[config.mk]
export PLATFORM = sky130hd
export DESIGN_NAME = spr_datapath
export DESIGN_NICKNAME = d
export VERILOG_FILES = /design/src/rtl/spr_pkg.sv /design/src/rtl/spr_datapath.sv
export SDC_FILE = /design/constraint.sdc
export NUM_CORES = 2
export LEC_CHECK = 0
export ABC_AREA = 0
export BUFFER_PORTS_ARGS = -buffer_cell sky130_fd_sc_hd__buf_2
export CAP_MARGIN = 25
export CORE_MARGIN = 4
export CORE_UTILIZATION = 35
export DETAILED_ROUTE_END_ITERATION = 12
export SYNTH_ARGS = -nofsm -noshare
export SYNTH_HDL_FRONTEND = slang
export SYNTH_SLANG_ARGS = --single-unit
[constraint.sdc]
create_clock -name clk -period 26.3 [get_ports clk]
set_input_delay 5.26 -clock clk [delete_from_list [all_inputs] [get_ports clk]]
set_output_delay 5.26 -clock clk [all_outputs]
set_load 0.01 [all_outputs]
[src/rtl/spr_pkg.sv]
// shared types and constants for the shortest path route table
// command and status structs between the sequencer and the datapath
// depends on nothing
`timescale 1ns / 1ps
`default_nettype none

package spr_pkg;

  localparam int MAX_NODES_DEF = 16;
  localparam int ADJ_ROWS      = 16;
  localparam int ADJ_AW        = 4;
  localparam int NODE_W        = 4;
  localparam int DIST_W        = 5;
  localparam int QC_W          = 5;
  localparam int CMP_W         = 7;

  localparam logic [DIST_W-1:0] UNREACH  = 5'd31;
  localparam logic [QC_W-1:0]   QC_RESET = 5'd16;

  localparam logic [1:0] KIND_LOAD    = 2'd0;
  localparam logic [1:0] KIND_COMPUTE = 2'd1;
  localparam logic [1:0] KIND_QUERY   = 2'd2;

  typedef enum logic [4:0] {
    OP_NONE,
    OP_LOAD,
    OP_QRD,
    OP_LOUT,
    OP_QOUT,
    OP_COUT,
    OP_INIT_START,
    OP_INIT_RD,
    OP_INIT_WR,
    OP_FW_ROW,
    OP_FW_LAT,
    OP_FW_STEP,
    OP_RT_RD,
    OP_RT_CHK,
    OP_RT_K,
    OP_RT_K2,
    OP_CK_RD,
    OP_CK_EV
  } dp_op_t;

  typedef struct packed {
    dp_op_t op;
  } cmd_t;

  typedef struct packed {
    logic n_zero;
    logic i_last;
    logic j_last;
    logic k_last;
    logic init_last;
    logic edge_ij;
    logic k_hit;
    logic out_space;
  } sts_t;

endpackage

`default_nettype wire

[src/rtl/spr_datapath.sv]
// datapath of the route table: adjacency rows, distance and route memories,
// loop counters, relaxation adder, qubit_count register and result register
// takes commands from spr_ctrl, uses spr_pkg
`timescale 1ns / 1ps
`default_nettype none

module spr_datapath #(
  parameter int MAX_NODES = spr_pkg::MAX_NODES_DEF
) (
  input  logic                         clk,
  input  logic                         rst,
  input  spr_pkg::cmd_t                cmd,
  output spr_pkg::sts_t                sts,
  input  logic [spr_pkg::NODE_W-1:0]   row_node,
  input  logic [spr_pkg::NODE_W-1:0]   col_node,
  input  logic [spr_pkg::ADJ_ROWS-1:0] adjacency_bits,
  input  logic                         cfg_valid,
  output logic                         cfg_ready,
  input  logic [spr_pkg::QC_W-1:0]     cfg_data,
  output logic                         out_valid,
  input  logic                         out_ready,
  output logic [spr_pkg::NODE_W-1:0]   next_hop,
  output logic                         route_valid,
  output logic [spr_pkg::DIST_W-1:0]   distance,
  output logic                         all_connected
);

  localparam int NW     = $clog2(MAX_NODES);
  localparam int AW     = 2 * NW;
  localparam int DEPTH  = 1 << AW;
  localparam int RWW    = NW + 1;
  localparam int CMP_W  = spr_pkg::CMP_W;
  localparam int DW     = spr_pkg::DIST_W;
  localparam int ROWS   = spr_pkg::ADJ_ROWS;
  localparam int ADJ_AW = spr_pkg::ADJ_AW;
  localparam logic [NW-1:0] NODE_LAST = NW'(MAX_NODES - 1);

  // tables: distance, and route word {ok, next hop}
  logic [DW-1:0]  dist_mem  [DEPTH];
  logic [RWW-1:0] route_mem [DEPTH];
  logic [ROWS-1:0] adj_mem  [ROWS];
  logic [ROWS-1:0] adj_vld;

  logic [spr_pkg::QC_W-1:0] qubit_count;

  logic [NW-1:0] i, j, k;
  logic [NW-1:0] i_adv, j_adv;
  logic          conn;
  logic          q_oor;
  logic [DW-1:0] dik;
  logic [RWW-1:0] rik;

  logic [CMP_W-1:0] n_use, nm1, i_w, j_w, k_w;
  logic i_adj_ok, j_adj_ok, k_adj_ok;

  logic          rd_a_en, rd_b_en, adj_rd_en;
  logic [AW-1:0] addr_a, addr_b;
  logic [DW-1:0]  dist_a_q, dist_b_q;
  logic [RWW-1:0] route_a_q;
  logic [ROWS-1:0] adj_a_q, adj_b_q;

  logic           dist_we, route_we;
  logic [AW-1:0]  dist_wa, route_wa;
  logic [DW-1:0]  dist_wd;
  logic [RWW-1:0] route_wd;

  logic          link;
  logic [DW:0]   sum;
  logic [DW-1:0] sat;
  logic          relax;
  logic          load_ok;

  assign cfg_ready = 1'b1;

  // node count in use and loop bounds
  always_comb begin
    if (CMP_W'(qubit_count) > CMP_W'(MAX_NODES)) begin
      n_use = CMP_W'(MAX_NODES);
    end else begin
      n_use = CMP_W'(qubit_count);
    end
    nm1      = n_use - 1'b1;
    i_w      = CMP_W'(i);
    j_w      = CMP_W'(j);
    k_w      = CMP_W'(k);
    i_adj_ok = i_w < CMP_W'(ROWS);
    j_adj_ok = j_w < CMP_W'(ROWS);
    k_adj_ok = k_w < CMP_W'(ROWS);
    load_ok  = CMP_W'(row_node) < CMP_W'(MAX_NODES);
  end

  assign sts.n_zero    = (n_use == '0);
  assign sts.i_last    = (i_w == nm1);
  assign sts.j_last    = (j_w == nm1);
  assign sts.k_last    = (k_w == nm1);
  assign sts.init_last = (i == NODE_LAST) && (j == NODE_LAST);
  assign sts.edge_ij   = (i != j) && i_adj_ok && j_adj_ok && adj_a_q[ADJ_AW'(j)];
  assign sts.k_hit     = (k != j) && k_adj_ok && adj_b_q[ADJ_AW'(k)];
  assign sts.out_space = !out_valid || out_ready;

  // pair walk over the nodes in use
  always_comb begin
    if (sts.j_last) begin
      j_adv = '0;
      i_adv = sts.i_last ? '0 : i + 1'b1;
    end else begin
      j_adv = j + 1'b1;
      i_adv = i;
    end
  end

  // seed entry and relaxation
  always_comb begin
    link  = (i_w < n_use) && (j_w < n_use) &&
            ((i == j) ||
             (i_adj_ok && j_adj_ok && adj_a_q[ADJ_AW'(j)]) ||
             (i_adj_ok && j_adj_ok && adj_b_q[ADJ_AW'(i)]));
    sum   = {1'b0, dik} + {1'b0, dist_b_q};
    sat   = (sum > (DW + 1)'(spr_pkg::UNREACH)) ? spr_pkg::UNREACH : sum[DW-1:0];
    relax = dist_a_q > sat;
  end

  // memory port steering
  always_comb begin
    rd_a_en   = 1'b0;
    rd_b_en   = 1'b0;
    adj_rd_en = 1'b0;
    addr_a    = {i, j};
    addr_b    = {k, j};
    dist_we   = 1'b0;
    route_we  = 1'b0;
    dist_wa   = {i, j};
    route_wa  = {i, j};
    dist_wd   = sat;
    route_wd  = rik;
    unique case (cmd.op)
      spr_pkg::OP_QRD: begin
        rd_a_en = 1'b1;
        addr_a  = {NW'(row_node), NW'(col_node)};
      end
      spr_pkg::OP_INIT_RD, spr_pkg::OP_RT_RD: begin
        adj_rd_en = 1'b1;
      end
      spr_pkg::OP_INIT_WR: begin
        dist_we  = 1'b1;
        route_we = 1'b1;
        dist_wd  = link ? DW'(1) : spr_pkg::UNREACH;
        route_wd = link ? {1'b1, j} : '0;
      end
      spr_pkg::OP_FW_ROW: begin
        rd_a_en = 1'b1;
        addr_a  = {i, k};
      end
      spr_pkg::OP_FW_LAT: begin
        rd_a_en = 1'b1;
        rd_b_en = 1'b1;
        addr_a  = {i, NW'(0)};
        addr_b  = {k, NW'(0)};
      end
      spr_pkg::OP_FW_STEP: begin
        dist_we  = relax;
        route_we = relax;
        rd_a_en  = !sts.j_last;
        rd_b_en  = !sts.j_last;
        addr_a   = {i, j + 1'b1};
        addr_b   = {k, j + 1'b1};
      end
      spr_pkg::OP_RT_K: begin
        route_we = sts.k_hit;
        route_wa = {i, k};
        route_wd = {1'b1, j};
      end
      spr_pkg::OP_RT_K2: begin
        route_we = 1'b1;
        route_wa = {k, i};
        route_wd = {1'b1, j};
      end
      spr_pkg::OP_CK_RD: begin
        rd_a_en = 1'b1;
      end
      default: begin
      end
    endcase
  end

  always_ff @(posedge clk) begin
    if (dist_we) begin
      dist_mem[dist_wa] <= dist_wd;
    end
    if (route_we) begin
      route_mem[route_wa] <= route_wd;
    end
    if (rd_a_en) begin
      dist_a_q  <= dist_mem[addr_a];
      route_a_q <= route_mem[addr_a];
    end
    if (rd_b_en) begin
      dist_b_q <= dist_mem[addr_b];
    end
  end

  // adjacency rows, unwritten rows read as zero
  always_ff @(posedge clk) begin
    if (cmd.op == spr_pkg::OP_LOAD && load_ok) begin
      adj_mem[row_node] <= adjacency_bits;
    end
    if (adj_rd_en) begin
      adj_a_q <= adj_vld[ADJ_AW'(i)] ? adj_mem[ADJ_AW'(i)] : '0;
      adj_b_q <= adj_vld[ADJ_AW'(j)] ? adj_mem[ADJ_AW'(j)] : '0;
    end
  end

  always_ff @(posedge clk) begin
    if (rst) begin
      adj_vld     <= '0;
      qubit_count <= spr_pkg::QC_RESET;
    end else begin
      if (cmd.op == spr_pkg::OP_LOAD && load_ok) begin
        adj_vld[row_node] <= 1'b1;
      end
      if (cfg_valid) begin
        qubit_count <= cfg_data;
      end
    end
  end

  // loop counters
  always_ff @(posedge clk) begin
    unique case (cmd.op)
      spr_pkg::OP_QRD: begin
        q_oor <= (CMP_W'(row_node) >= n_use) || (CMP_W'(col_node) >= n_use);
      end
      spr_pkg::OP_INIT_START: begin
        i    <= '0;
        j    <= '0;
        k    <= '0;
        conn <= 1'b1;
      end
      spr_pkg::OP_INIT_WR: begin
        if (j == NODE_LAST) begin
          j <= '0;
          i <= (i == NODE_LAST) ? '0 : i + 1'b1;
        end else begin
          j <= j + 1'b1;
        end
      end
      spr_pkg::OP_FW_LAT: begin
        j   <= '0;
        dik <= dist_a_q;
        rik <= route_a_q;
      end
      spr_pkg::OP_FW_STEP: begin
        if (sts.j_last) begin
          j <= '0;
          if (sts.i_last) begin
            i <= '0;
            k <= sts.k_last ? '0 : k + 1'b1;
          end else begin
            i <= i + 1'b1;
          end
        end else begin
          j <= j + 1'b1;
        end
      end
      spr_pkg::OP_RT_CHK: begin
        if (sts.edge_ij) begin
          k <= '0;
        end else begin
          i <= i_adv;
          j <= j_adv;
        end
      end
      spr_pkg::OP_RT_K: begin
        if (!sts.k_hit) begin
          if (sts.k_last) begin
            k <= '0;
            i <= i_adv;
            j <= j_adv;
          end else begin
            k <= k + 1'b1;
          end
        end
      end
      spr_pkg::OP_RT_K2: begin
        if (sts.k_last) begin
          k <= '0;
          i <= i_adv;
          j <= j_adv;
        end else begin
          k <= k + 1'b1;
        end
      end
      spr_pkg::OP_CK_EV: begin
        conn <= conn & route_a_q[NW];
        i    <= i_adv;
        j    <= j_adv;
      end
      default: begin
      end
    endcase
  end

  // result register
  always_ff @(posedge clk) begin
    if (rst) begin
      out_valid <= 1'b0;
    end else if (cmd.op == spr_pkg::OP_LOUT || cmd.op == spr_pkg::OP_QOUT ||
                 cmd.op == spr_pkg::OP_COUT) begin
      out_valid <= 1'b1;
    end else if (out_ready) begin
      out_valid <= 1'b0;
    end
  end

  always_ff @(posedge clk) begin
    unique case (cmd.op)
      spr_pkg::OP_LOUT: begin
        next_hop      <= '0;
        route_valid   <= 1'b0;
        distance      <= '0;
        all_connected <= 1'b0;
      end
      spr_pkg::OP_QOUT: begin
        all_connected <= 1'b0;
        if (q_oor) begin
          next_hop    <= '0;
          route_valid <= 1'b0;
          distance    <= spr_pkg::UNREACH;
        end else begin
          next_hop    <= spr_pkg::NODE_W'(route_a_q[NW-1:0]);
          route_valid <= route_a_q[NW];
          distance    <= dist_a_q;
        end
      end
      spr_pkg::OP_COUT: begin
        next_hop      <= '0;
        route_valid   <= 1'b0;
        distance      <= '0;
        all_connected <= conn;
      end
      default: begin
      end
    endcase
  end

  a_out_space: assert property (@(posedge clk) disable iff (rst)
    (cmd.op == spr_pkg::OP_LOUT || cmd.op == spr_pkg::OP_QOUT ||
     cmd.op == spr_pkg::OP_COUT) |-> (!out_valid || out_ready))
    else $error("result beat loaded while the previous one is still held");

  a_query_range: assert property (@(posedge clk) disable iff (rst)
    (cmd.op == spr_pkg::OP_QOUT && q_oor) |=>
      (distance == spr_pkg::UNREACH && !route_valid && out_valid))
    else $error("out of range query did not answer unreachable");

  a_fw_hold: assert property (@(posedge clk) disable iff (rst)
    (cmd.op == spr_pkg::OP_FW_STEP && !sts.j_last) |=>
      (k == $past(k) && i == $past(i)))
    else $error("pivot or source moved inside a relaxation row");

  a_conn_drop: assert property (@(posedge clk) disable iff (rst)
    (cmd.op == spr_pkg::OP_CK_EV && !route_a_q[NW]) |=> !conn)
    else $error("invalid route entry did not clear the connectivity flag");

endmodule

`default_nettype wire

==> out/results.txt <==
The run finished with clean final reports. 59 I/O pins were placed. The count of buffers added on input and output ports is 57.

A synthesized cell averages 13.1 um^2. STA puts the critical path data arrival time at 12.18 ns. The largest fanout on the critical path is 142, and the number of DRC violations after detailed routing is 0. The die covers 384000 um^2.

STA classifies the critical path startpoint as a primary input. The sequential power share was 47.6%; the net switching share of the total power was 25.8%. In the synthesized netlist the dominant register cell turns out to be sky130_fd_sc_hd__edfxtp_1. Via count of the first global-routing pass: 87.8k. The internal portion of the total power is 7.99 mW.

Once the clock tree was built, the resizer swapped 0 gates to a different size. In this run, the combinational gates consume 11.7% of the power. The synthesized cell area is 131000 um^2, and the post-synthesis cell type count is 98. Setup repair after global routing left no endpoint under its margin.

The logs give 18.63 ns for the setup slack of the most critical reg-to-reg path and 0.0645 mV for the worst voltage drop across the vdd grid. The count of endpoints failing hold in the final timing report is 0, and the detailed-router iteration count before antenna repair is 7. In the finished design, the share of the clock period the worst path needs comes to 43.8%.

The sum of routed wire length over all layers is 447000 um, and the global-route total usage across every layer is 22.5%. STA classifies the critical path endpoint as a flop. Worst-case clock buffer depth: 4.

The number of setup violations in the final report is 0, and the count of cells along the worst hold path is 2. The relative area change from synthesis to final layout was 12.2%; the static leakage power was 47.2 nW. The die is 620 um wide. Dominant cell by count in the synthesized netlist: sky130_fd_sc_hd__edfxtp_1. Counting every instance in the synthesized netlist gives 10.0k. In this run the vertical extent of the chip is 620 um. The congestion estimate from routability-driven global placement came to 0.942.

For the number of buffers created by CTS, the log shows 306. Derived from the worst setup path, the maximum achievable clock frequency is 86.7 MHz. The detailed router finished its first iteration with 14.2k violations. After routing, the total negative slack on setup checks comes to 0 ns. The required arrival time at the worst endpoint came out at 26.95 ns. The count of hold buffers inserted by post-cts repair is 0, and the net switching power of the design is 2.78 mW. In the synthesized netlist the async set-or-reset flop fraction comes to 0%.

The post-detailed-route wirelength per cell is 29.6 um. Using the TritonRoute via totals, the vias-per-cell ratio works out to 6.07. For the pin with the worst max-slew slack, the measured transition is 1.27 ns. Type of the tightest min-delay check: flop to flop.

The total number of vias is 91.7k. The total congestion overflow came out at 0. The critical path is of the primary input to flop type.

The count of flip-flops with a built-in enable after synthesis is 2898. OpenSTA, run right after detailed placement, puts the worst setup slack at 14.10 ns. The number of levels the H-tree was split into came out at 5.

Counting instances in the post-synthesis netlist gives the leading cell types as sky130_fd_sc_hd__edfxtp_1 (2898), sky130_fd_sc_hd__nand2_1 (2215), sky130_fd_sc_hd__nor2_1 (661), sky130_fd_sc_hd__nand3_1 (654), sky130_fd_sc_hd__a21oi_1 (411). The core box area was 372000 um^2; the wire length of the first global-routing pass was 636000 um. End of the worst hold path: adj_vld[9]$_SDFFE_PP0P_. Of all cell types, the one taking the most synthesized area is sky130_fd_sc_hd__edfxtp_1. In the final layout, the share of cells above drive strength 1 is 12.3%. Setup slack closes at 14.77 ns. The startpoint identified for the worst register-to-register timing path is j[0]$_DFFE_PP_. The register bit total from synthesis was 2920; the final net count was 9945. The run gives 37 as the number of antenna violations at the first check in global routing. For the worst flop-to-flop path, the logic depth is 13. The worst pin sits at a relative slew slack of 14.4%.

The yosys synthesis warning count was 0. The number of buffers inserted to repair setup after CTS is 0, and the final critical delay including setup and external delays is 11.53 ns. The clock root buffer was sky130_fd_sc_hd__clkbuf_16.

TritonCTS built the clock tree. The number of antenna-violating nets in the routed design is 0. For this design, the sink count on the clock tree is 2920.

The tool flagged a number of max-cap violations equal to 0. In the post-synthesis netlist, the biggest area contributors are sky130_fd_sc_hd__edfxtp_1 (66%), sky130_fd_sc_hd__nand2_1 (6.3%), sky130_fd_sc_hd__mux4_2 (6.2%). After synthesis, the largest area contributor takes up 66.4% of total cell area.

The endpoint identified for the worst register-to-register timing path is dist_b_q[4]$_DFFE_PP_. Clock latency on the worst-skew pair, taken at its later pin, is 0.95 ns. Across the routed clock network, the largest skew measured is 0.0879 ns. Synthesis produced a netlist with a net count of 10.1k. The clock-pin slew on the worst setup and hold paths works out to 0.06 ns. The number of pins with negative max-slew slack in the final report was 0; the starting density of the core was 35.2%. Of the synthesized area, sequential elements account for 66.8%.

The run gives 224 as the number of rows in the core area. For the pin count of the biggest net entering global routing, the log shows 212. The total power per unit cell area works out to 73.4 nW/um^2. The wire-length estimate of the detail-placed layout is 272000 um. Per report_power, the clock group accounts for 40.7% of the total. The startpoint identified for the worst hold timing path is adj_vld[9]$_SDFFE_PP0P_.
cell type report:
cell class / instances / area, um^2
diodes: 34 / 85.1
well taps: 4972 / 6220
clock inverters: 162 / 1830
flip-flops and latches: 2920 / 87500
clock buffers: 386 / 8150
repair buffers: 307 / 2560
multi-input cells: 6262 / 40300
inverters: 73 / 274
fillers: 34248 / 226000
routing by layer:
metal,vias up,share of wire [%],global-route usage (%)
met1,45739,37,29.7
met3,1340,13,6.57
met5,-,0.0085,0
met4,6,5.7,10.9
li1,37983,-,-
met2,6663,44,34.0
worst max-delay path, cell delays in order:
cell and delay [ns]:
sky130_fd_sc_hd__buf_2 0.38, sky130_fd_sc_hd__nor4bb_2 0.88, sky130_fd_sc_hd__nand4b_1 0.69, sky130_fd_sc_hd__nand2_4 0.89
sky130_fd_sc_hd__buf_4 0.81, sky130_fd_sc_hd__buf_12 0.65, sky130_fd_sc_hd__buf_4 0.83, sky130_fd_sc_hd__mux2i_1 0.29
sky130_fd_sc_hd__a221oi_1 0.13, sky130_fd_sc_hd__a211oi_1 0.38, sky130_fd_sc_hd__nand3_1 0.10, sky130_fd_sc_hd__o21ai_0 0.42
sky130_fd_sc_hd__o32ai_1 0.14
layout by cell type (no fill, tap or decap), types with 20 or more instances in the layout:
| cell type | n |
|---|---|
| sky130_fd_sc_hd__a31oi_1 | 181 |
| sky130_fd_sc_hd__nand2_1 | 2213 |
| sky130_fd_sc_hd__edfxtp_1 | 2898 |
| sky130_fd_sc_hd__buf_2 | 59 |
| sky130_fd_sc_hd__ha_1 | 36 |
| sky130_fd_sc_hd__a22oi_1 | 155 |
| sky130_fd_sc_hd__clkinv_2 | 40 |
| sky130_fd_sc_hd__bufinv_16 | 31 |
| sky130_fd_sc_hd__a22o_1 | 22 |
| sky130_fd_sc_hd__a32oi_1 | 183 |
| sky130_fd_sc_hd__a211oi_1 | 39 |
| sky130_fd_sc_hd__nor3_1 | 50 |
| sky130_fd_sc_hd__clkbuf_1 | 70 |
| sky130_fd_sc_hd__a221oi_1 | 103 |
| sky130_fd_sc_hd__diode_2 | 34 |
| sky130_fd_sc_hd__o2111ai_1 | 20 |
| sky130_fd_sc_hd__nand4_1 | 80 |
| sky130_fd_sc_hd__a32o_1 | 26 |
| sky130_fd_sc_hd__buf_4 | 216 |
| sky130_fd_sc_hd__nand3_1 | 654 |
| sky130_fd_sc_hd__a21oi_1 | 404 |
| sky130_fd_sc_hd__o211ai_1 | 58 |
| sky130_fd_sc_hd__nor2_4 | 28 |
| sky130_fd_sc_hd__dfxtp_1 | 22 |
| sky130_fd_sc_hd__clkbuf_16 | 314 |
| sky130_fd_sc_hd__nor2_1 | 628 |
| sky130_fd_sc_hd__mux2i_1 | 247 |
| sky130_fd_sc_hd__nor2b_1 | 47 |
| sky130_fd_sc_hd__xnor2_1 | 21 |
| sky130_fd_sc_hd__clkinv_1 | 58 |
| sky130_fd_sc_hd__and3_1 | 99 |
| sky130_fd_sc_hd__mux4_2 | 361 |
| sky130_fd_sc_hd__o21ai_0 | 164 |
| sky130_fd_sc_hd__inv_1 | 71 |
| sky130_fd_sc_hd__a311oi_1 | 45 |
| sky130_fd_sc_hd__mux2_2 | 38 |
| sky130_fd_sc_hd__o22ai_1 | 37 |
flip-flops by register name (all words and copies together), names as in the netlist:
signal         cells
dik                5
route_a_q          5
q_oor              1
out_valid          1
qubit_count        5
dist_a_q           5
route_valid        1
adj_b_q           16
distance           5
dist_b_q           5
all_connected      1
adj_vld           16
route_mem       1280
adj_mem          256
j                  4
conn               1
next_hop           4
dist_mem        1280
k                  4
rik                5
adj_a_q           16
i                  4
worst max path at each step:
stage	startpoint	end	slack, ns	cells past startpoint
after global routing	cmd[3]	dist_b_q[1]$_DFFE_PP_	14.61	14
after CTS	cmd[3]	dist_b_q[4]$_DFFE_PP_	15.06	13
after global placement	cmd[3]	dist_b_q[1]$_DFFE_PP_	14.22	14
final	cmd[3]	dist_b_q[4]$_DFFE_PP_	14.77	13
after floorplan	cmd[4]	dist_mem[0][2]$_DFFE_PP_	11.82	6
after detailed placement	cmd[3]	dist_b_q[4]$_DFFE_PP_	14.10	13
power groups by stage:
stage / clock network [mW] / registers, mW / logic, mW
2_1_floorplan: 0 / 5.25 / 0.749
3_3_place_gp: 0 / 5.23 / 1.20
3_5_place_dp: 0 / 5.23 / 1.21
4_1_cts: 4.42 / 5.13 / 1.21
5_1_grt: 4.63 / 5.13 / 1.30
6_report: 4.38 / 5.13 / 1.26
metrics by stage:
stage	area [um^2]	hold slack, ns	util, %	total power [mW]	instances
6_report	147000	0.493	39.4	10.8	15116
2_1_floorplan	131000	0.417	-	5.99	10024
4_1_cts	147000	0.498	39.3	10.8	15066
3_5_place_dp	137000	0.484	36.7	6.44	14518
3_3_place_gp	136000	0.465	36.6	6.43	14506
5_1_grt	147000	0.520	39.4	11.1	15086
cells by family (layout without fill, tap and decap cells):
| logic type | after synthesis | count (layout) | synth area share, % |
|---|---|---|---|
| flops | 2920 | 2920 | 66.8 |
| buf+inv | 842 | 928 | 2.93 |
| mux | 649 | 649 | 8.45 |
| xor+xnor | 30 | 30 | 0.201 |
| compound gates | 1645 | 1645 | 8.77 |
| fa+ha+maj | 37 | 37 | 0.359 |
| simple gates | 3900 | 3900 | 12.5 |
| other cells | 1 | 35 | 0.00286 |
No activity file was read; power rests on OpenSTA's default activity.
