===== config.mk =====
export PLATFORM = sky130hd
export DESIGN_NAME = spr_ctrl
export DESIGN_NICKNAME = d
export VERILOG_FILES = /design/src/rtl/spr_pkg.sv /design/src/rtl/spr_ctrl.sv
export SDC_FILE = /design/constraint.sdc
export NUM_CORES = 1
export LEC_CHECK = 0
export BUFFER_PORTS_ARGS = -buffer_cell sky130_fd_sc_hd__buf_2
export CORE_UTILIZATION = 50
export CTS_BUF_LIST = sky130_fd_sc_hd__clkbuf_4
export DETAILED_ROUTE_END_ITERATION = 16
export PLACE_DENSITY_LB_ADDON = 0.25
export SKIP_CTS_REPAIR_TIMING = 1
export SYNTH_ARGS = -nofsm -noshare
export SYNTH_HDL_FRONTEND = slang
export SYNTH_SLANG_ARGS = --single-unit

===== constraint.sdc =====
create_clock -name clk -period 2.22 [get_ports clk]
set_input_delay 0.444 -clock clk [delete_from_list [all_inputs] [get_ports clk]]
set_output_delay 0.444 -clock clk [all_outputs]
set_load 0.02 [all_outputs]

===== src/rtl/spr_pkg.sv =====
// shared types and constants for the shortest path route table
// command and status structs between the sequencer and the datapath
// depends on nothing
`timescale 1ns / 1ps
`default_nettype none

package spr_pkg;

  localparam int MAX_NODES_DEF = 16;
  localparam int ADJ_ROWS      = 16;
  localparam int ADJ_AW        = 4;
  localparam int NODE_W        = 4;
  localparam int DIST_W        = 5;
  localparam int QC_W          = 5;
  localparam int CMP_W         = 7;

  localparam logic [DIST_W-1:0] UNREACH  = 5'd31;
  localparam logic [QC_W-1:0]   QC_RESET = 5'd16;

  localparam logic [1:0] KIND_LOAD    = 2'd0;
  localparam logic [1:0] KIND_COMPUTE = 2'd1;
  localparam logic [1:0] KIND_QUERY   = 2'd2;

  typedef enum logic [4:0] {
    OP_NONE,
    OP_LOAD,
    OP_QRD,
    OP_LOUT,
    OP_QOUT,
    OP_COUT,
    OP_INIT_START,
    OP_INIT_RD,
    OP_INIT_WR,
    OP_FW_ROW,
    OP_FW_LAT,
    OP_FW_STEP,
    OP_RT_RD,
    OP_RT_CHK,
    OP_RT_K,
    OP_RT_K2,
    OP_CK_RD,
    OP_CK_EV
  } dp_op_t;

  typedef struct packed {
    dp_op_t op;
  } cmd_t;

  typedef struct packed {
    logic n_zero;
    logic i_last;
    logic j_last;
    logic k_last;
    logic init_last;
    logic edge_ij;
    logic k_hit;
    logic out_space;
  } sts_t;

endpackage

`default_nettype wire


===== src/rtl/spr_ctrl.sv =====
// sequencer for the route table: input beats, table build phases, result beats
// drives datapath commands from datapath status, uses spr_pkg
`timescale 1ns / 1ps
`default_nettype none

module spr_ctrl (
  input  logic             clk,
  input  logic             rst,
  input  logic             in_valid,
  output logic             in_ready,
  input  logic [1:0]       kind,
  output spr_pkg::cmd_t    cmd,
  input  spr_pkg::sts_t    sts
);

  typedef enum logic [14:0] {
    S_IDLE    = 15'b000000000000001,
    S_LOUT    = 15'b000000000000010,
    S_QOUT    = 15'b000000000000100,
    S_INIT_RD = 15'b000000000001000,
    S_INIT_WR = 15'b000000000010000,
    S_FW_ROW  = 15'b000000000100000,
    S_FW_LAT  = 15'b000000001000000,
    S_FW_STEP = 15'b000000010000000,
    S_RT_RD   = 15'b000000100000000,
    S_RT_CHK  = 15'b000001000000000,
    S_RT_K    = 15'b000010000000000,
    S_RT_K2   = 15'b000100000000000,
    S_CK_RD   = 15'b001000000000000,
    S_CK_EV   = 15'b010000000000000,
    S_COUT    = 15'b100000000000000
  } state_t;

  state_t state;
  state_t state_next;
  state_t rt_done_next;

  assign in_ready = (state == S_IDLE);

  // where the edge walk goes once a source pair is finished
  always_comb begin
    if (sts.i_last && sts.j_last) begin
      rt_done_next = S_CK_RD;
    end else begin
      rt_done_next = S_RT_RD;
    end
  end

  always_comb begin
    state_next = state;
    cmd.op     = spr_pkg::OP_NONE;
    unique case (state)
      S_IDLE: begin
        if (in_valid) begin
          unique case (kind)
            spr_pkg::KIND_LOAD: begin
              cmd.op     = spr_pkg::OP_LOAD;
              state_next = S_LOUT;
            end
            spr_pkg::KIND_COMPUTE: begin
              cmd.op     = spr_pkg::OP_INIT_START;
              state_next = S_INIT_RD;
            end
            spr_pkg::KIND_QUERY: begin
              cmd.op     = spr_pkg::OP_QRD;
              state_next = S_QOUT;
            end
            default: begin
              state_next = S_LOUT;
            end
          endcase
        end
      end
      S_LOUT: begin
        if (sts.out_space) begin
          cmd.op     = spr_pkg::OP_LOUT;
          state_next = S_IDLE;
        end
      end
      S_QOUT: begin
        if (sts.out_space) begin
          cmd.op     = spr_pkg::OP_QOUT;
          state_next = S_IDLE;
        end
      end
      S_INIT_RD: begin
        cmd.op     = spr_pkg::OP_INIT_RD;
        state_next = S_INIT_WR;
      end
      S_INIT_WR: begin
        cmd.op = spr_pkg::OP_INIT_WR;
        if (!sts.init_last) begin
          state_next = S_INIT_RD;
        end else if (sts.n_zero) begin
          state_next = S_COUT;
        end else begin
          state_next = S_FW_ROW;
        end
      end
      S_FW_ROW: begin
        cmd.op     = spr_pkg::OP_FW_ROW;
        state_next = S_FW_LAT;
      end
      S_FW_LAT: begin
        cmd.op     = spr_pkg::OP_FW_LAT;
        state_next = S_FW_STEP;
      end
      S_FW_STEP: begin
        cmd.op = spr_pkg::OP_FW_STEP;
        if (sts.j_last) begin
          if (sts.i_last && sts.k_last) begin
            state_next = S_RT_RD;
          end else begin
            state_next = S_FW_ROW;
          end
        end
      end
      S_RT_RD: begin
        cmd.op     = spr_pkg::OP_RT_RD;
        state_next = S_RT_CHK;
      end
      S_RT_CHK: begin
        cmd.op = spr_pkg::OP_RT_CHK;
        if (sts.edge_ij) begin
          state_next = S_RT_K;
        end else begin
          state_next = rt_done_next;
        end
      end
      S_RT_K: begin
        cmd.op = spr_pkg::OP_RT_K;
        if (sts.k_hit) begin
          state_next = S_RT_K2;
        end else if (sts.k_last) begin
          state_next = rt_done_next;
        end
      end
      S_RT_K2: begin
        cmd.op = spr_pkg::OP_RT_K2;
        if (sts.k_last) begin
          state_next = rt_done_next;
        end else begin
          state_next = S_RT_K;
        end
      end
      S_CK_RD: begin
        cmd.op     = spr_pkg::OP_CK_RD;
        state_next = S_CK_EV;
      end
      S_CK_EV: begin
        cmd.op = spr_pkg::OP_CK_EV;
        if (sts.i_last && sts.j_last) begin
          state_next = S_COUT;
        end else begin
          state_next = S_CK_RD;
        end
      end
      S_COUT: begin
        if (sts.out_space) begin
          cmd.op     = spr_pkg::OP_COUT;
          state_next = S_IDLE;
        end
      end
      default: begin
        state_next = S_IDLE;
      end
    endcase
  end

  always_ff @(posedge clk) begin
    if (rst) begin
      state <= S_IDLE;
    end else begin
      state <= state_next;
    end
  end

endmodule

`default_nettype wire


==> reports/results.ini, run 1 <==
[synth]
syn_area_um2=1260
synthArstFlopShare_pct=0
synth_seq_cells=15
synth_edf_count=0
ys_seq_area_share_pct=23.8
yosysWarnings=0
postSynthAreaPerCell_um2=7.69
synthFlopType=dfxtp_1
postSynthCellCount=164
synth.net_count=180
synth_cell_types=45

[clock_tree]
clk_pin_slew_worst_paths_ns=0.11
cts_buffers=3
clk_path_buf_depth=2
htreeDepth=1
root_buffer=clkbuf_4
clock_latency_ns=0.30
cts.sinks=15
cts_tree=done

[pwr]
ir_drop_v=0.000304
power_density_nw_per_um2=519
fin_total_pwr_mw=0.881
p_leak_nw=0.695

[floorplanning]
die_h_um=52.2
initial_core_util_pct=54.9
fp.dieArea_um2=2730
core-area_um2=2300
io_pins=19
die_x_um=52.2
num_rows=17

[setup_path]
worst_path_most_repeated_cell=buf_4
cp-end-kind=output pin
crit_type=flip-flop to output pin
slowest_delay_ns=0.35
worstPathRequired_ns=1.78
worst_setup_path_start_kind=flip-flop
arrival_ns=2.14
worstPathCellList=buf_4, nor4_2, buf_4, nand4_1, inv_2, nand3_1, o211ai_1, buf_4
crit_slowest_cell=dfxtp_1
crit_family=buffers and inverters
crit_buf_inv=4
crit_fanout=6

[global_route]
grt_max_degree=11
grt_first_pass_wirelength_um=6230
grt_pass1_vias=1336
grt_overflow=0
antenna_found_initial=0
grtUsageTotal_pct=31.6

[layout]
areaGrowthSynthToFinish_pct=34.5
regArea_um2=309
diodes=0
drive_gt1_share_pct=40.3
instances_no_fill=234
multi_input_area_um2=961
layout_common_cells=buf_4 (36), nor2_1 (15), buf_2 (13)
final_common_cell=buf_4
largest_register_ffs=15
fin_util_pct=73.9
largest_register=state
layout.nets=223
nFillCells=161
reg.largest.list=state x15

[routing]
drt-wirelength-per-cell_um=19.6
drt_first_pass_iters=5
wl_um=4580
num_vias=1598
drc=0
viasPerCell=6.83
ant_nets=0
drt_iter0_markers=128

[timing]
maxClockFrequency_mhz=387
tightest_slew_ns=0.613
rsz0062_at_grt=true
setup_viol=6
finalSetupTns_ns=-1.41
min_period_over_period_pct=116
hold_viol=0
period_needed_ns=2.58
relSlewSlack_pct=58.6
final.setup.worst_slack_ns=-0.362
finClkSkew_ns=0.00868
final_max_slew_viol_count=0

[place]
io_buffers=18
dp_slack_ns=0.0225
gp_congestion=0.934
dp_cells=227
hpwl_um=2990

[run]
drv_cap=0

[status]
violations=negative setup slack
status=finished, violations left

[worst_hold_path]
hp-class=primary input to flip-flop

-- per-layer routing --
layer | routed length, µm | global-route usage [%]
met5 | 0 | 0
met4 | 294 | 14.0
met3 | 408 | 4.35
met2 | 2100 | 49.8
met1 | 1780 | 42.7
-- Yosys cell counts (2+ instances only) --
library cell / count / area [µm²]
clkbuf_1: 5 / 18.8
buf_2: 5 / 25.0
nor4_4: 2 / 42.5
buf_6: 2 / 22.5
o211ai_1: 2 / 15.0
dfxtp_1: 15 / 300
inv_1: 3 / 11.3
nand3b_1: 3 / 22.5
xor2_1: 6 / 52.6
nand2_1: 9 / 33.8
ha_1: 3 / 37.5
nand2b_1: 4 / 25.0
nor4_2: 2 / 25.0
a21oi_1: 7 / 35.0
o21ai_0: 12 / 60.1
nand3_1: 9 / 45.0
a32oi_1: 2 / 17.5
nor3b_1: 2 / 15.0
or3_1: 3 / 18.8
nor3_1: 13 / 65.1
or4_4: 2 / 22.5
nor2_1: 17 / 63.8
nor4b_1: 7 / 61.3
nand4_1: 8 / 50.1
-- power breakdown --
part / switching [mW] / total (mW) / internal, mW / leakage, nW
clock network: 0.103 / 0.186 / 0.0823 / 0.0184
logic: 0.227 / 0.404 / 0.177 / 0.553
registers: 0.0116 / 0.291 / 0.279 / 0.124
total: 0.342 / 0.881 / 0.538 / 0.695
-- worst min-delay path, stage by stage --
cell and delay (ns):
buf_2 0.11, nand2_1 0.06, a211oi_1 0.06
-- kinds of logic after synthesis --
| group | count (synthesis) | synth area share, % |
|---|---|---|
| flip-flops | 15 | 23.8 |
| AO/OA/AOI/OAI | 34 | 17.6 |
| multiplexers | 1 | 0.794 |
| buffers and inverters | 16 | 6.45 |
| AND/OR/NAND/NOR | 89 | 44.2 |
| adder cells (fa/ha/maj) | 3 | 2.98 |
| XOR/XNOR | 6 | 4.17 |
-- path summary, 6_finish.rpt --
kind | startpoint | to | slack, ns | cells after the start
worst max-delay path | state[4] | cmd[2] | -0.36 | 8
worst min-delay path | sts[2] | state[10] | 0.42 | 3
worst max register to register | state[4] | state[8] | 0.05 | 8
worst min register to register | state[12] | state[13] | 0.65 | 2
-- through the flow --
| step | cell area, µm² | hold slack [ns] |
|---|---|---|
| floorplan | 1260 | 0.505 |
| global placement | 1540 | 0.542 |
| detailed placement | 1540 | 0.547 |
| CTS | 1570 | 0.422 |
| global route | 1700 | 0.430 |
| finish | 1700 | 0.418 |
-- layout make-up --
class / instances / share of cell area, %
Clock buffer: 4 / 1.77
Multi-Input combinational cell: 133 / 56.6
Sequential cell: 15 / 18.2
Inverter: 4 / 0.885
Timing Repair Buffer: 50 / 20.4
Tap cell: 28 / 2.06
Note: power is estimated with default switching activity, not from simulation.
==> inputs of run 2 (changes only) <==
--- a/config.mk
+++ b/config.mk
@@ -6,8 +6,7 @@
 export NUM_CORES = 1
 export LEC_CHECK = 0
 export BUFFER_PORTS_ARGS = -buffer_cell sky130_fd_sc_hd__buf_2
-export CORE_UTILIZATION = 50
-export CTS_BUF_LIST = sky130_fd_sc_hd__clkbuf_4
+export CORE_UTILIZATION = 54
 export DETAILED_ROUTE_END_ITERATION = 16
 export PLACE_DENSITY_LB_ADDON = 0.25
 export SKIP_CTS_REPAIR_TIMING = 1
==> reports/results.ini, run 2 (same netlist as run 1, synthesis figures left out) <==
[routing]
drt_iter0_markers=81  ; -37%
num_vias=1563  ; -2.2%
drc=0  ; unchanged
wl_um=4100  ; -11%
drt-wirelength-per-cell_um=17.1  ; -13%
viasPerCell=6.51  ; -4.6%
ant_nets=0  ; unchanged
drt_first_pass_iters=4  ; -1

[setup_path]
cp-end-kind=output pin
worst_path_most_repeated_cell=or4_4
worstPathRequired_ns=1.78  ; about the same
crit_slowest_cell=or4_4
crit_type=flip-flop to output pin
crit_buf_inv=1  ; -3
crit_family=simple AND/OR/NAND/NOR gates
crit_fanout=5  ; -1
arrival_ns=2.05  ; -0.09 ns
slowest_delay_ns=0.54  ; +0.19 ns
worstPathCellList=or4_4, or4_4, nor2_1, a21oi_1, o211ai_1, buf_4
worst_setup_path_start_kind=flip-flop

[clock_tree]
clock_latency_ns=0.28  ; -0.02 ns
root_buffer=clkbuf_4
cts_buffers=3  ; unchanged
cts_tree=done
cts.sinks=15  ; unchanged
clk_path_buf_depth=2  ; unchanged
htreeDepth=1  ; unchanged
clk_pin_slew_worst_paths_ns=0.09  ; -0.02 ns

[pwr]
ir_drop_v=0.000429  ; +41%
power_density_nw_per_um2=514  ; -0.88%
fin_total_pwr_mw=0.888  ; +0.87%
p_leak_nw=0.723  ; +4.1%

[floorplanning]
io_pins=19  ; unchanged
core-area_um2=2210  ; -3.7%
die_x_um=50.3  ; -3.6%
fp.dieArea_um2=2530  ; -7.1%
num_rows=17  ; unchanged
die_h_um=50.3  ; -3.6%
initial_core_util_pct=57.0  ; +2.1 points

[global_route]
grtUsageTotal_pct=32.7  ; +1.1 points
antenna_found_initial=0  ; unchanged
grt_pass1_vias=1348  ; +0.90%
grt_overflow=0  ; unchanged
grt_max_degree=11  ; unchanged
grt_first_pass_wirelength_um=6180  ; -0.77%

[layout]
largest_register=state
final_common_cell=buf_4
areaGrowthSynthToFinish_pct=36.9
layout_common_cells=buf_4 (38), nor2_1 (17), buf_2 (14)
drive_gt1_share_pct=39.2  ; -1.1 points
multi_input_area_um2=937  ; -2.5%
post-route-cell-area_um2=1730  ; +1.8%
nFillCells=140  ; -13%
reg.largest.list=state x15
layout.nets=229  ; +2.7%
diodes=0  ; unchanged
instances_no_fill=240  ; +2.6%
regArea_um2=313  ; +1.2%
largest_register_ffs=15  ; unchanged

[timing]
rsz0062_at_grt=true
finalSetupTns_ns=-1.00  ; +0.405 ns
min_period_over_period_pct=113  ; -3.8 points
final_max_slew_viol_count=0  ; unchanged
finClkSkew_ns=0.00763  ; -0.00105 ns
tightest_slew_ns=0.687  ; +0.0745 ns
relSlewSlack_pct=53.5  ; -5.0 points
maxClockFrequency_mhz=400  ; +3.4%
setup_viol=4  ; -2
period_needed_ns=2.50  ; -0.0843 ns
final.setup.worst_slack_ns=-0.278  ; +0.0843 ns
hold_viol=0  ; unchanged

[run]
drv_cap=0  ; unchanged

[place]
placed_area_um2=1560  ; +1.5%
gp_congestion=0.940  ; +0.70%
io_buffers=18  ; unchanged
hpwl_um=3030  ; +1.3%
dp_slack_ns=-0.00760  ; -0.0301 ns
dp_cells=230  ; +1.3%

[status]
violations=negative setup slack
status=finished, violations left

[worst_hold_path]
hp-class=primary input to flip-flop

run 2: worst register-to-register path, delay by kind of cell, from the launching register on:
kind / cells / cell delay, ns
AO/OA/AOI/OAI: 2 / 0.39
flip-flops: 1 / 0.37
AND/OR/NAND/NOR: 3 / 0.72
buffers and inverters: 4 / 0.61
run 2: worst paths after layout:
path | start | to | slack (ns) | cells past startpoint
setup / recovery | state[7] | cmd[2] | -0.28 | 6
hold / removal | sts[2] | state[10] | 0.42 | 3
setup reg to reg | state[7] | state[0] | 0.04 | 9
hold reg to reg | state[12] | state[13] | 0.56 | 2
run 2: per-stage QoR:
step	hold slack (ns)	utilization, %
floorplan	0.505	-
global placement	0.528	70.5
detailed placement	0.549	70.5
CTS	0.412	71.7
global route	0.428	78.1
finish	0.419	78.1
run 2: routing by layer:
metal / track usage, % / share of wire (%) / wire length (µm)
met4: 13.9 / 3.3 / 136
met2: 50.9 / 45 / 1830
met3: 4.85 / 12 / 489
met5: 0 / 0 / 0
met1: 44.7 / 40 / 1640
run 2: area by class of cell:
type | instances | share of cell area [%]
timing repair buffer | 56 | 23.2
inverter | 4 | 0.870
tap | 28 | 2.03
multi-input combinational | 133 | 54.3
sequential | 15 | 18.1
clock buffer | 4 | 1.52
run 2: power by group:
group          leakage [nW]  switching [mW]  internal [mW]
Clock                0.0150          0.0879         0.0698
Sequential            0.125          0.0145          0.277
Combinational         0.583           0.224          0.215
Total                 0.723           0.327          0.562
==> inputs of run 3 (changes only) <==
--- a/config.mk
+++ b/config.mk
@@ -8,7 +8,7 @@
 export BUFFER_PORTS_ARGS = -buffer_cell sky130_fd_sc_hd__buf_2
 export CORE_UTILIZATION = 54
 export DETAILED_ROUTE_END_ITERATION = 16
-export PLACE_DENSITY_LB_ADDON = 0.25
+export PLACE_DENSITY = 0.76
 export SKIP_CTS_REPAIR_TIMING = 1
 export SYNTH_ARGS = -nofsm -noshare
 export SYNTH_HDL_FRONTEND = slang
==> reports/results.ini, run 3 (same netlist as run 1, synthesis figures left out) <==
[layout]
instances_no_fill=237  ; -1.3%
largest_register=state
drive_gt1_share_pct=38.3  ; -0.87 points
diodes=0  ; unchanged
reg.largest.list=state x15
layout.nets=226  ; -1.3%
areaGrowthSynthToFinish_pct=32.3
largest_register_ffs=15  ; unchanged
layout_common_cells=buf_4 (38), nor2_1 (17), buf_2 (14)
fin_util_pct=75.5  ; -2.6 points
nFillCells=166  ; +19%
final_common_cell=buf_4
post-route-cell-area_um2=1670  ; -3.3%

[setup_path]
crit_slowest_cell=or4_4
crit_buf_inv=1  ; unchanged
worstPathCellList=or4_4, or4_4, nor2_1, a21oi_1, o211ai_1, buf_4
cp-end-kind=output pin
r2r-end=state[0]
slowest_delay_ns=0.55  ; about the same
r2r-start=state[7]
worst_path_most_repeated_cell=or4_4
crit_start=state[7]
crit_family=simple AND/OR/NAND/NOR gates
worst_setup_path_start_kind=flip-flop
arrival_ns=2.10  ; +0.05 ns
worstPathRequired_ns=1.78  ; about the same
r2r_slack_ns=0.02  ; -0.02 ns
r2r_cells=6  ; -3
crit_type=flip-flop to output pin
crit_fanout=7  ; +2

[status]
status=finished, violations left
violations=negative setup slack

[timing]
rsz0062_at_grt=true
relSlewSlack_pct=57.3  ; +3.7 points
final_max_slew_viol_count=0  ; unchanged
min_period_over_period_pct=115  ; +2.1 points
finClkSkew_ns=0.00309  ; -0.00454 ns
tightest_slew_ns=0.632  ; -0.0553 ns
setup_viol=5  ; +1
final.setup.worst_slack_ns=-0.324  ; -0.0462 ns
maxClockFrequency_mhz=393  ; -1.8%
hold_viol=0  ; unchanged
period_needed_ns=2.54  ; +0.0462 ns

[global_route]
grt_max_degree=11  ; unchanged
grtUsageMet3_pct=4.85  ; unchanged
grt_util_met1_pct=44.9  ; +0.17 points
grtUsageTotal_pct=34.2  ; +1.5 points
antenna_found_initial=0  ; unchanged
busiest_layer=met2
gr-usage-met2_pct=54.0  ; +3.1 points
grt_overflow=0  ; unchanged
grt_pass1_vias=1406  ; +4.3%
grt_first_pass_wirelength_um=6420  ; +3.8%

[place]
placed_area_um2=1570  ; +0.48%
hpwl_um=3040  ; +0.38%
io_buffers=18  ; unchanged
dp_cells=231  ; +0.43%
dp_slack_ns=-0.00924  ; -0.00165 ns
gp_congestion=0.921  ; -2.0%

[floorplanning]
die_x_um=50.3  ; unchanged
core-area_um2=2210  ; unchanged
num_rows=17  ; unchanged
die_h_um=50.3  ; unchanged
initial_core_util_pct=57.0  ; unchanged
io_pins=19  ; unchanged
fp.dieArea_um2=2530  ; unchanged

[clock_tree]
cts_tree=done
clk_pin_slew_worst_paths_ns=0.10  ; about the same
root_buffer=clkbuf_4
cts.sinks=15  ; unchanged
clk_path_buf_depth=2  ; unchanged
clock_latency_ns=0.30  ; +0.02 ns
cts_buffers=3  ; unchanged
htreeDepth=1  ; unchanged

[run]
drv_cap=0  ; unchanged

[pwr]
power_density_nw_per_um2=528  ; +2.6%
combPwrFrac_pct=47.4  ; -2.0 points
switching_power_mw=0.334  ; +2.2%
power_frac_seq_pct=33.4  ; +0.6 points
p_sw_share_pct=37.9  ; +1.1 points
p_int_mw=0.548  ; -2.5%
ir_drop_v=0.000443  ; +3.4%
p_leak_nw=0.697  ; -3.6%
p_clk_share_pct=19.2  ; +1.5 points
fin_total_pwr_mw=0.881  ; -0.78%

[routing]
drt_iter0_markers=48  ; -41%
drt-wirelength-per-cell_um=17.6  ; +3.4%
wl_um=4180  ; +2.1%
num_vias=1532  ; -2.0%
viasPerCell=6.46  ; -0.74%
drc=0  ; unchanged
ant_nets=0  ; unchanged
drt_first_pass_iters=4  ; unchanged

[worst_hold_path]
min_from=sts[2]
hp-class=primary input to flip-flop
hold_end=state[10]
holdPathStages=3  ; unchanged

run 3: area by class of cell:
| cell class | instances | area (µm²) | share of cell area [%] |
|---|---|---|---|
| tap | 28 | 35.0 | 2.10 |
| clock buffer | 4 | 26.3 | 1.57 |
| sequential | 15 | 308 | 18.4 |
| multi-input combinational | 133 | 918 | 55.0 |
| timing repair buffer | 53 | 367 | 22.0 |
| inverter | 4 | 15.0 | 0.900 |
run 3: through the flow:
stage | hold slack [ns] | TNS [ns]
after floorplan | 0.505 | 0
after global placement | 0.529 | 0
after detailed placement | 0.544 | -0.00924
after CTS | 0.411 | -1.18
after global routing | 0.416 | -1.41
final | 0.410 | -1.11
run 3: routing by layer:
metal,part of all wire (%),wire (µm),vias up
met5,0,0,-
met4,3.2,135,0
met3,7.3,307,18
met2,46,1910,85
met1,44,1830,718
li1,-,-,711
run 3: how the worst max path moves through the flow:
stage                   to  depth (start not counted)
floorplan           cmd[2]                          4
global placement    cmd[2]                          7
detailed placement  cmd[2]                          6
CTS                 cmd[0]                          7
global route        cmd[3]                          8
finish              cmd[2]                          6
run 3: tightest hold or removal path, stage by stage:
cell	delay [ns]
buf_2	0.11
nand2_1	0.06
a211oi_1	0.07
run 3: power by group through the flow:
stage                     combinational (mW)  clock [mW]  sequential [mW]
after floorplan                        0.210           0            0.296
after global placement                 0.352           0            0.299
after detailed placement               0.360           0            0.300
after CTS                              0.363       0.164            0.294
after global routing                   0.443       0.174            0.295
final                                  0.417       0.169            0.295
